===== config.mk =====
export PLATFORM = sky130hd
export DESIGN_NAME = keyframe_linear_interpolator_core
export DESIGN_NICKNAME = d
export VERILOG_FILES = /design/src/kfli_pkg.sv /design/src/kfli_div.sv /design/src/keyframe_linear_interpolator_core.sv
export SDC_FILE = /design/constraint.sdc
export NUM_CORES = 2
export LEC_CHECK = 0
export BUFFER_PORTS_ARGS = -buffer_cell sky130_fd_sc_hd__buf_2
export CAP_MARGIN = 0
export CORE_UTILIZATION = 45
export DETAILED_ROUTE_END_ITERATION = 16
export GPL_ROUTABILITY_DRIVEN = 1
export PLACE_DENSITY = 0.57
export SYNTH_ARGS = -nofsm -noshare
export SYNTH_HDL_FRONTEND = slang
export SYNTH_SLANG_ARGS = --single-unit
export TNS_END_PERCENT = 30

===== constraint.sdc =====
create_clock -name clk -period 7.8 [get_ports clk]
set_input_delay 1.17 -clock clk [delete_from_list [all_inputs] [get_ports clk]]
set_output_delay 1.17 -clock clk [all_outputs]
set_load 0.1 [all_outputs]

===== src/kfli_pkg.sv =====
`timescale 1ns / 1ps
// ----------------------------------------------------------------------------
// kfli_pkg: shared types and constants of the keyframe interpolator
// Command codes, sequencer states and the divider request/status bundles.
// ----------------------------------------------------------------------------
package kfli_pkg;

  localparam int NCH    = 5;   // channels per keyframe
  localparam int CH_W   = 3;   // channel counter width
  localparam int STEP_W = 16;  // steps_per_segment width

  localparam logic [1:0] CMD_TICK = 2'd0;
  localparam logic [1:0] CMD_SAVE = 2'd1;
  localparam logic [1:0] CMD_PLAY = 2'd2;

  localparam logic [STEP_W-1:0] STEPS_RESET = 16'd60;

  typedef enum logic [2:0] {
    ST_IDLE,
    ST_SAVE,
    ST_RDA,
    ST_RDB,
    ST_DIFF,
    ST_DIV,
    ST_ADD,
    ST_OUT
  } kfli_state_t;

  typedef struct packed {
    logic              start;
    logic [STEP_W-1:0] divisor;
  } kfli_div_req_t;

  typedef struct packed {
    logic busy;
    logic done;
  } kfli_div_sts_t;

endpackage


===== src/kfli_div.sv =====
`timescale 1ns / 1ps
// ----------------------------------------------------------------------------
// kfli_div: serial signed-by-unsigned divider
// Restoring division, one quotient bit per cycle, truncates toward zero.
// ----------------------------------------------------------------------------
module kfli_div #(
  parameter int DW = 33
) (
  input  logic                   clk,
  input  logic                   rst_n,
  input  kfli_pkg::kfli_div_req_t req,
  input  logic [DW-1:0]          dividend,
  output kfli_pkg::kfli_div_sts_t sts,
  output logic [DW-1:0]          quotient
);
  import kfli_pkg::*;

  localparam int CNTW = $clog2(DW + 1);

  logic [DW-1:0]     mag_r;
  logic [STEP_W-1:0] rem_r;
  logic [STEP_W-1:0] div_r;
  logic              neg_r;
  logic [CNTW-1:0]   cnt_r;
  logic              busy_r;
  logic              done_r;

  logic [STEP_W:0]   rem_sh;
  logic [STEP_W+1:0] trial;
  logic              ge;
  logic [DW-1:0]     abs_in;

  assign abs_in = dividend[DW-1] ? (~dividend + DW'(1)) : dividend;
  assign rem_sh = {rem_r, mag_r[DW-1]};
  assign trial  = {1'b0, rem_sh} - {2'b00, div_r};
  assign ge     = ~trial[STEP_W+1];

  // control
  always_ff @(posedge clk) begin
    if (!rst_n) begin
      busy_r <= 1'b0;
      done_r <= 1'b0;
      cnt_r  <= '0;
    end else begin
      done_r <= 1'b0;
      if (req.start) begin
        busy_r <= 1'b1;
        cnt_r  <= CNTW'(DW);
      end else if (busy_r) begin
        cnt_r <= cnt_r - CNTW'(1);
        if (cnt_r == CNTW'(1)) begin
          busy_r <= 1'b0;
          done_r <= 1'b1;
        end
      end
    end
  end

  // datapath: shift the magnitude out, quotient bits in
  always_ff @(posedge clk) begin
    if (req.start) begin
      mag_r <= abs_in;
      rem_r <= '0;
      div_r <= req.divisor;
      neg_r <= dividend[DW-1];
    end else if (busy_r) begin
      mag_r <= {mag_r[DW-2:0], ge};
      rem_r <= ge ? trial[STEP_W-1:0] : rem_sh[STEP_W-1:0];
    end
  end

  assign quotient = neg_r ? (~mag_r + DW'(1)) : mag_r;
  assign sts.busy = busy_r;
  assign sts.done = done_r;

endmodule


===== src/keyframe_linear_interpolator_core.sv =====
`timescale 1ns / 1ps
// ----------------------------------------------------------------------------
// keyframe_linear_interpolator_core: keyframe store with linear playback
// Saves up to MAX_KEYS five-channel poses and steps the current pose between
// adjacent keyframes by per-tick increments found with a serial divider.
// ----------------------------------------------------------------------------
//  channel  | ports                               | handshake
//  ---------+-------------------------------------+------------------------------
//  command  | in_command, in_pose_*               | beat taken when start && !busy
//  result   | out_cur_*, out_is_playing,          | out_valid high one cycle,
//           | out_keys_stored, out_finished       | no back-pressure
//  config   | cfg_we, cfg_wdata                   | written when cfg_we high
//
//  A save steps through ST_SAVE per channel, a tick that adds through ST_ADD
//  per channel; a plain tick or play-stop goes straight to ST_OUT. A play
//  start or a segment change reloads five increments, one channel at a time
//  through the shared divider, which yields one quotient bit per cycle.
//  busy stays high from the accepted beat until its result strobe.
//  Reset is synchronous, active low; the keyframe memory is not cleared.
//  The receiver cannot stall: each result shows for exactly one cycle.
// ----------------------------------------------------------------------------
module keyframe_linear_interpolator_core #(
  parameter int MAX_KEYS     = 8,
  parameter int CHANNEL_BITS = 32
) (
  input  logic                      clk,
  input  logic                      rst_n,
  // command channel
  input  logic                      start,
  output logic                      busy,
  input  logic [1:0]                in_command,
  input  logic signed [31:0]        in_pose_x,
  input  logic signed [31:0]        in_pose_y,
  input  logic signed [31:0]        in_pose_z,
  input  logic signed [31:0]        in_pose_rot_a,
  input  logic signed [31:0]        in_pose_rot_b,
  // result channel
  output logic                      out_valid,
  output logic signed [31:0]        out_cur_x,
  output logic signed [31:0]        out_cur_y,
  output logic signed [31:0]        out_cur_z,
  output logic signed [31:0]        out_cur_rot_a,
  output logic signed [31:0]        out_cur_rot_b,
  output logic                      out_is_playing,
  output logic [3:0]                out_keys_stored,
  output logic                      out_finished,
  // configuration
  input  logic                      cfg_we,
  input  logic [kfli_pkg::STEP_W-1:0] cfg_wdata
);
  import kfli_pkg::*;

  localparam int CW    = CHANNEL_BITS;
  localparam int DW    = CW + 1;                     // difference width
  localparam int SW    = $clog2(MAX_KEYS);           // segment index width
  localparam int SCW   = $clog2(MAX_KEYS + 1);       // key count width
  localparam int DEPTH = MAX_KEYS * NCH;
  localparam int AW    = $clog2(DEPTH);
  localparam int EW    = (CW > 32) ? CW : 32;        // extension width for I/O
  localparam int KW    = (SCW > 4) ? SCW : 4;

  // --------------------------------------------------------------------------
  // State
  // --------------------------------------------------------------------------
  kfli_state_t       state_r, state_nxt;
  logic [CH_W-1:0]   ch_r, ch_nxt;
  logic [SW-1:0]     seg_r, seg_nxt;
  logic [SCW-1:0]    saved_r, saved_nxt;
  logic [STEP_W-1:0] tick_r, tick_nxt;
  logic              play_r, play_nxt;
  logic              done_r, done_nxt;
  logic              load_pose_r, load_pose_nxt;
  logic [STEP_W-1:0] steps_r;

  logic [CW-1:0]     pose_r [NCH];
  logic [CW-1:0]     inc_r  [NCH];
  logic [CW-1:0]     pin_r  [NCH];
  logic [CW-1:0]     a_r;
  logic [CW-1:0]     rdata_r;

  // keyframe memory, channel-major within a key
  logic [CW-1:0]     mem [DEPTH];

  // --------------------------------------------------------------------------
  // Helpers
  // --------------------------------------------------------------------------
  function automatic logic [AW-1:0] addr_of(input logic [SCW-1:0] key,
                                            input logic [CH_W-1:0] ch);
    addr_of = AW'(key) * AW'(NCH) + AW'(ch);
  endfunction

  logic [31:0]        in_pose [NCH];
  logic [CW-1:0]      in_ch   [NCH];
  logic [STEP_W-1:0]  eff_steps;
  logic [SCW:0]       seg_inc;
  logic               pair_left;
  logic               save_ok;
  logic               accept;

  assign in_pose[0] = in_pose_x;
  assign in_pose[1] = in_pose_y;
  assign in_pose[2] = in_pose_z;
  assign in_pose[3] = in_pose_rot_a;
  assign in_pose[4] = in_pose_rot_b;

  // truncate or sign-extend each input channel to CHANNEL_BITS
  for (genvar c = 0; c < NCH; c++) begin : g_in
    logic [EW-1:0] ext;
    assign ext      = EW'($signed(in_pose[c]));
    assign in_ch[c] = ext[CW-1:0];
  end

  assign accept    = start && !busy;
  assign eff_steps = (steps_r == '0) ? STEP_W'(1) : steps_r;
  assign seg_inc   = (SCW+1)'(seg_r) + (SCW+1)'(1);
  // another pair exists when the next segment's upper key is stored
  assign pair_left = (seg_inc + (SCW+1)'(2)) <= (SCW+1)'(saved_r);
  assign save_ok   = saved_r < SCW'(MAX_KEYS);

  // --------------------------------------------------------------------------
  // Shared adder: keyframe difference or pose advance
  // --------------------------------------------------------------------------
  logic          op_sub;
  logic [DW-1:0] opa, opb, sum;

  assign op_sub = (state_r == ST_DIFF);
  assign opa    = op_sub ? DW'($signed(rdata_r)) : DW'(pose_r[ch_r]);
  assign opb    = op_sub ? DW'($signed(a_r))     : DW'(inc_r[ch_r]);
  assign sum    = opa + (op_sub ? ~opb : opb) + DW'(op_sub);

  // --------------------------------------------------------------------------
  // Divider
  // --------------------------------------------------------------------------
  kfli_div_req_t div_req;
  kfli_div_sts_t div_sts;
  logic [DW-1:0] div_q;

  assign div_req.start   = (state_r == ST_DIFF);
  assign div_req.divisor = eff_steps;

  kfli_div #(.DW(DW)) u_div (
    .clk      (clk),
    .rst_n    (rst_n),
    .req      (div_req),
    .dividend (sum),
    .sts      (div_sts),
    .quotient (div_q)
  );

  // --------------------------------------------------------------------------
  // Sequencer
  // --------------------------------------------------------------------------
  always_ff @(posedge clk) begin
    if (!rst_n) begin
      state_r     <= ST_IDLE;
      ch_r        <= '0;
      seg_r       <= '0;
      saved_r     <= '0;
      tick_r      <= '0;
      play_r      <= 1'b0;
      done_r      <= 1'b0;
      load_pose_r <= 1'b0;
    end else begin
      state_r     <= state_nxt;
      ch_r        <= ch_nxt;
      seg_r       <= seg_nxt;
      saved_r     <= saved_nxt;
      tick_r      <= tick_nxt;
      play_r      <= play_nxt;
      done_r      <= done_nxt;
      load_pose_r <= load_pose_nxt;
    end
  end

  logic          last_ch;
  logic [AW-1:0] raddr;

  assign last_ch = (ch_r == CH_W'(NCH - 1));

  always_comb begin
    state_nxt     = state_r;
    ch_nxt        = ch_r;
    seg_nxt       = seg_r;
    saved_nxt     = saved_r;
    tick_nxt      = tick_r;
    play_nxt      = play_r;
    done_nxt      = done_r;
    load_pose_nxt = load_pose_r;
    raddr         = addr_of(SCW'(seg_r), ch_r);

    unique case (state_r)
      ST_IDLE: begin
        if (accept) begin
          done_nxt = 1'b0;
          ch_nxt   = '0;
          unique case (in_command)
            CMD_SAVE: begin
              state_nxt = save_ok ? ST_SAVE : ST_OUT;
            end
            CMD_PLAY: begin
              if (!play_r && saved_r >= SCW'(2)) begin
                play_nxt      = 1'b1;
                seg_nxt       = '0;
                tick_nxt      = '0;
                load_pose_nxt = 1'b1;
                state_nxt     = ST_RDA;
              end else begin
                play_nxt  = 1'b0;
                state_nxt = ST_OUT;
              end
            end
            CMD_TICK: begin
              if (!play_r) begin
                state_nxt = ST_OUT;
              end else if (tick_r >= eff_steps) begin
                if (!pair_left) begin
                  // playback ran past its last pair
                  seg_nxt   = '0;
                  play_nxt  = 1'b0;
                  done_nxt  = 1'b1;
                  state_nxt = ST_OUT;
                end else begin
                  seg_nxt       = seg_inc[SW-1:0];
                  tick_nxt      = '0;
                  load_pose_nxt = 1'b0;
                  state_nxt     = ST_RDA;
                end
              end else begin
                tick_nxt  = tick_r + STEP_W'(1);
                state_nxt = ST_ADD;
              end
            end
            default: begin
              state_nxt = ST_OUT;
            end
          endcase
        end
      end
      ST_SAVE: begin
        if (last_ch) begin
          saved_nxt = saved_r + SCW'(1);
          state_nxt = ST_OUT;
        end else begin
          ch_nxt = ch_r + CH_W'(1);
        end
      end
      ST_RDA: begin
        state_nxt = ST_RDB;
      end
      ST_RDB: begin
        raddr     = addr_of(SCW'(seg_r) + SCW'(1), ch_r);
        state_nxt = ST_DIFF;
      end
      ST_DIFF: begin
        state_nxt = ST_DIV;
      end
      ST_DIV: begin
        if (div_sts.done) begin
          if (last_ch) begin
            state_nxt = ST_OUT;
          end else begin
            ch_nxt    = ch_r + CH_W'(1);
            state_nxt = ST_RDA;
          end
        end
      end
      ST_ADD: begin
        if (last_ch) begin
          state_nxt = ST_OUT;
        end else begin
          ch_nxt = ch_r + CH_W'(1);
        end
      end
      ST_OUT: begin
        state_nxt = ST_IDLE;
      end
      default: begin
        state_nxt = ST_IDLE;
      end
    endcase
  end

  // --------------------------------------------------------------------------
  // Configuration register
  // --------------------------------------------------------------------------
  always_ff @(posedge clk) begin
    if (!rst_n) begin
      steps_r <= STEPS_RESET;
    end else if (cfg_we) begin
      steps_r <= cfg_wdata;
    end
  end

  // --------------------------------------------------------------------------
  // Keyframe memory: one write, one registered read per cycle
  // --------------------------------------------------------------------------
  always_ff @(posedge clk) begin
    if (state_r == ST_SAVE) begin
      mem[addr_of(saved_r, ch_r)] <= pin_r[ch_r];
    end
    rdata_r <= mem[raddr];
  end

  // --------------------------------------------------------------------------
  // Pose, increments and operand capture
  // --------------------------------------------------------------------------
  always_ff @(posedge clk) begin
    if (!rst_n) begin
      for (int c = 0; c < NCH; c++) begin
        pose_r[c] <= '0;
        inc_r[c]  <= '0;
      end
    end else begin
      if (accept && in_command == CMD_SAVE && save_ok) begin
        // a stored key also becomes the current pose
        for (int c = 0; c < NCH; c++) begin
          pose_r[c] <= in_ch[c];
        end
      end
      if (state_r == ST_RDB && load_pose_r) begin
        pose_r[ch_r] <= rdata_r;
      end
      if (state_r == ST_ADD) begin
        pose_r[ch_r] <= sum[CW-1:0];
      end
      if (state_r == ST_DIV && div_sts.done) begin
        inc_r[ch_r] <= div_q[CW-1:0];
      end
    end
  end

  always_ff @(posedge clk) begin
    if (accept) begin
      for (int c = 0; c < NCH; c++) begin
        pin_r[c] <= in_ch[c];
      end
    end
    if (state_r == ST_RDB) begin
      a_r <= rdata_r;
    end
  end

  // --------------------------------------------------------------------------
  // Result
  // --------------------------------------------------------------------------
  logic [31:0]   out_pose [NCH];
  logic [KW-1:0] keys_ext;

  for (genvar c = 0; c < NCH; c++) begin : g_out
    logic [EW-1:0] ext;
    assign ext         = EW'($signed(pose_r[c]));
    assign out_pose[c] = ext[31:0];
  end

  assign keys_ext        = KW'(saved_r);
  assign busy            = (state_r != ST_IDLE);
  assign out_valid       = (state_r == ST_OUT);
  assign out_cur_x       = out_pose[0];
  assign out_cur_y       = out_pose[1];
  assign out_cur_z       = out_pose[2];
  assign out_cur_rot_a   = out_pose[3];
  assign out_cur_rot_b   = out_pose[4];
  assign out_is_playing  = play_r;
  assign out_keys_stored = keys_ext[3:0];
  assign out_finished    = done_r;

  // --------------------------------------------------------------------------
  // Assertions
  // --------------------------------------------------------------------------
  a_accept_busy : assert property (@(posedge clk) disable iff (!rst_n)
    accept |=> busy)
    else $error("accepted beat did not raise busy");

  a_finish_stops : assert property (@(posedge clk) disable iff (!rst_n)
    out_valid && out_finished |-> !out_is_playing)
    else $error("finished while still playing");

  a_keys_bound : assert property (@(posedge clk) disable iff (!rst_n)
    saved_r <= SCW'(MAX_KEYS))
    else $error("key count beyond store depth");

  a_div_live : assert property (@(posedge clk) disable iff (!rst_n)
    state_r == ST_DIV |-> div_sts.busy || div_sts.done)
    else $error("waiting on an idle divider");

endmodule


==> flow_summary.yaml <==
cells_and_area:
  multi_input_area_um2: 25470
  drive_gt1_frac: 0.2321
  area_growth_pct: 14.31
  num-fill-cells: 16280
  layout.nets: 6196
  sequential_cell_area_um2: 63230
critical_path:
  max_stage_delay_ns: 0.90
  crit_arrival_ns: 6.81
  cp_slowest_cell: "dfxtp_4"
  path_common_cell: "o21ai_0"
  worstPathRequired_ns: 8.35
  worst-setup-path-type: "reg2reg"
  path_cells: "buf_12 -> mux4_2 -> mux2i_1 -> o21ai_0 -> ha_1 -> a21oi_1 -> o21ai_0 -> inv_1 -> a2111oi_0 -> a21oi_1 -> o21ai_0 -> a311oi_1 -> xor2_1 -> nor2_1 -> a21oi_1 -> o21ai_0"
  critPathMaxFanout: 34
  cp-end-kind: "flop"
  path_depth: 16
  crit_path_start_kind: "flop"
  crit_buf_inv: 2
  worstReg2RegEnd: "pose_r[2][31]"
  cp_top_family: "compound AO/OA/AOI/OAI gates"
  ff2ff_path_depth: 16
  reg2reg_setup_slack_ns: 1.53
timing:
  hold_viol: 0
  tightest_slew_ns: 1.190
  finalCritPeriodShare: 0.8032
  setup_viol: 0
  max_freq_mhz: 159.6
  setup-tns-final_ns: 0
  slew-limit-headroom: 0.2036
  slew_violations: 0
  rsz0062_at_grt: "no"
  finalCriticalPeriod_ns: 6.265
  clock_skew_ns: 0.06592
power:
  p_leak_uw: 0.03528
  power.switching_uw: 13920
  irDropWorstVdd_v: 0.0002749
  total_power_uw: 38910
  pwr-share-seq: 0.395
  power_density_nw_per_um2: 378.7
  pwr-share-comb: 0.338
  switching_share: 0.3576
  p_int_uw: 25000
  p_clk_frac: 0.266
die:
  initial_core_util: 0.4544
  pin_count: 350
  fp.dieW_um: 448.9
  die_y_um: 448.9
  core_area_um2: 197800
  placementRows: 163
  dieArea_um2: 201500
grt:
  grt_pass1_wl_um: 371200
  grt_max_degree: 97
  grt_pass1_vias: 52010
  track_usage: 0.2545
  gr-total-overflow: 0
  grt_antenna_before_repair: 11
placed_design:
  place_congestion: 0.9064
  portBuffers: 349
  place_hpwl_um: 165100
job:
  maxCapViolCount: 0
synthesis:
  synthDistinctLibCells: 89
  async_flop_share: 0
  synth.avg_cell_area_um2: 16.39
  ys.flop_type: "edfxtp_1"
  ys_ff_latch: 2141
  syn_area_um2: 89890
  synth_most_common_cell: "edfxtp_1"
  syn-instance-count: 5483
  syn-num-nets: 5778
  synth_top_area_cell: "edfxtp_1"
  synth_edf_count: 2034
  synthTopCellsByCount: "2,034 x edfxtp_1, 673 x nand2_1, 478 x mux4_2"
  synth.top_cell.area_share: 0.6795
  ys_warn_count: 0
  seq_area_frac_synth: 0.7033
  synth_area_leaders: "edfxtp_1 68%, mux4_2 12%, nand2_1 2.8%"
cts:
  cts_buffers: 218
  htree_levels: 4
  post_cts_buffers: 0
  cts_num_sinks: 2141
  hold_buffers: 0
  clk_pin_slew_ns: 0.06
  cts_tree: "built"
  clk_latency_ns: 0.86
  cts_root_buffer: "clkbuf_16"
  clock_path_buffers: 3
  ctsResizeCount: 0
routing:
  vias: 51810
  first_iter_violations: 5181
  firstDrtPassIters: 6
  drc: 0
  wl_per_cell_um: 29.63
  ant_nets: 0
  routed_via_density: 5.929
  wirelength_um: 258900
outcome:
  status: "completed"
hold_path:
  hp-start: "rdata_r[24]"
  holdCritPathClass: "reg2reg"
  holdPathEnd: "a_r[24]"
  whs_path_depth: 0
## power by group through the flow
stage | clock network (uW) | registers (uW) | logic (uW)
after floorplan | 0 | 15800 | 8450
after global placement | 0 | 15600 | 13100
after detailed placement | 0 | 15600 | 13200
after CTS | 10500 | 15400 | 13200
after global routing | 10900 | 15400 | 14100
final | 10400 | 15400 | 13200
## worst max path at each step
| stage | slack, ns | endpoint |
|---|---|---|
| after global placement | 1.68 | u_div.mag_r[32] |
| after detailed placement | 1.55 | pose_r[2][31] |
| after floorplan | 1.47 | pose_r[0][0] |
| final | 1.53 | pose_r[2][31] |
| after global routing | 1.01 | pose_r[0][31] |
| after CTS | 1.52 | pose_r[2][31] |
## state kept, by name, indices dropped and copies added (netlist names), 4 cells and up, named ones only
signal	count
pin_r	160
pose_r	256
u_div.cnt_r	6
u_div.div_r	16
out_keys_stored	4
rdata_r	32
tick_r	16
a_r	32
steps_r	16
mem	1280
u_div.mag_r	33
u_div.rem_r	16
inc_r	256
## cells in the final DEF, fill, tap and decap left out, types with 39 or more instances in the layout
| cell type | count |
|---|---|
| a211oi_1 | 49 |
| a21oi_1 | 166 |
| a22o_1 | 115 |
| a31oi_1 | 51 |
| and3_1 | 78 |
| buf_2 | 349 |
| buf_4 | 151 |
| clkbuf_1 | 60 |
| clkbuf_16 | 223 |
| clkinv_2 | 39 |
| dfxtp_1 | 104 |
| edfxtp_1 | 2034 |
| ha_1 | 108 |
| inv_1 | 126 |
| mux2i_1 | 61 |
| mux4_2 | 478 |
| nand2_1 | 666 |
| nand3_1 | 101 |
| nor2_1 | 277 |
| nor2_4 | 45 |
| o21ai_0 | 157 |
| xnor2_1 | 51 |
| xor2_1 | 67 |
## routing by layer
layer,track usage,part of all wire,vias to the layer above
li1,-,-,22370
met1,0.3368,0.40,27190
met2,0.4280,0.50,1887
met3,0.04264,0.064,368
met4,0.08367,0.033,0
met5,0,0,-
## worst register-to-register path, cell delays in order (launching register included)
cell and delay [ns]:
dfxtp_4 0.90, buf_12 0.42, mux4_2 0.59, mux2i_1 0.25
o21ai_0 0.13, ha_1 0.53, a21oi_1 0.18, o21ai_0 0.52
inv_1 0.13, a2111oi_0 0.50, a21oi_1 0.27, o21ai_0 0.27
a311oi_1 0.14, xor2_1 0.38, nor2_1 0.10, a21oi_1 0.51
o21ai_0 0.17
## logic make-up (layout without fill, tap and decap cells)
group,after synthesis,after routing,share of synthesized area
adder cells (fa/ha/maj),113,113,0.01615
buffers and inverters,445,1050,0.01879
multiplexers,544,544,0.1272
AND/OR/NAND/NOR,1380,1380,0.06775
XOR/XNOR,121,121,0.01187
other,0,10,0
AO/OA/AOI/OAI,739,739,0.05495
flip-flops,2141,2141,0.7033
## layout make-up
cell class / instances / share of cell area
Antenna cell: 10 / 0.0002435
Clock buffer: 292 / 0.05771
Clock inverter: 115 / 0.01107
Inverter: 129 / 0.004810
Multi-Input combinational cell: 2897 / 0.2479
Sequential cell: 2141 / 0.6154
Tap cell: 2640 / 0.03215
Timing Repair Buffer: 514 / 0.03076
## metrics by stage
step / setup WS [ns] / cells / util / cell area, um2 / hold WS (ns)
4_1_cts: 1.523 / 8728 / 0.5193 / 102700 / 0.4445
5_1_grt: 1.011 / 8737 / 0.5194 / 102700 / 0.4579
3_5_place_dp: 1.546 / 8321 / 0.4835 / 95660 / 0.4458
3_3_place_gp: 1.676 / 8321 / 0.4835 / 95660 / 0.4405
6_report: 1.535 / 8738 / 0.5194 / 102800 / 0.4663
2_1_floorplan: 1.467 / 5483 / - / 89890 / 0.4245
Note: power is estimated with default switching activity, not from simulation.
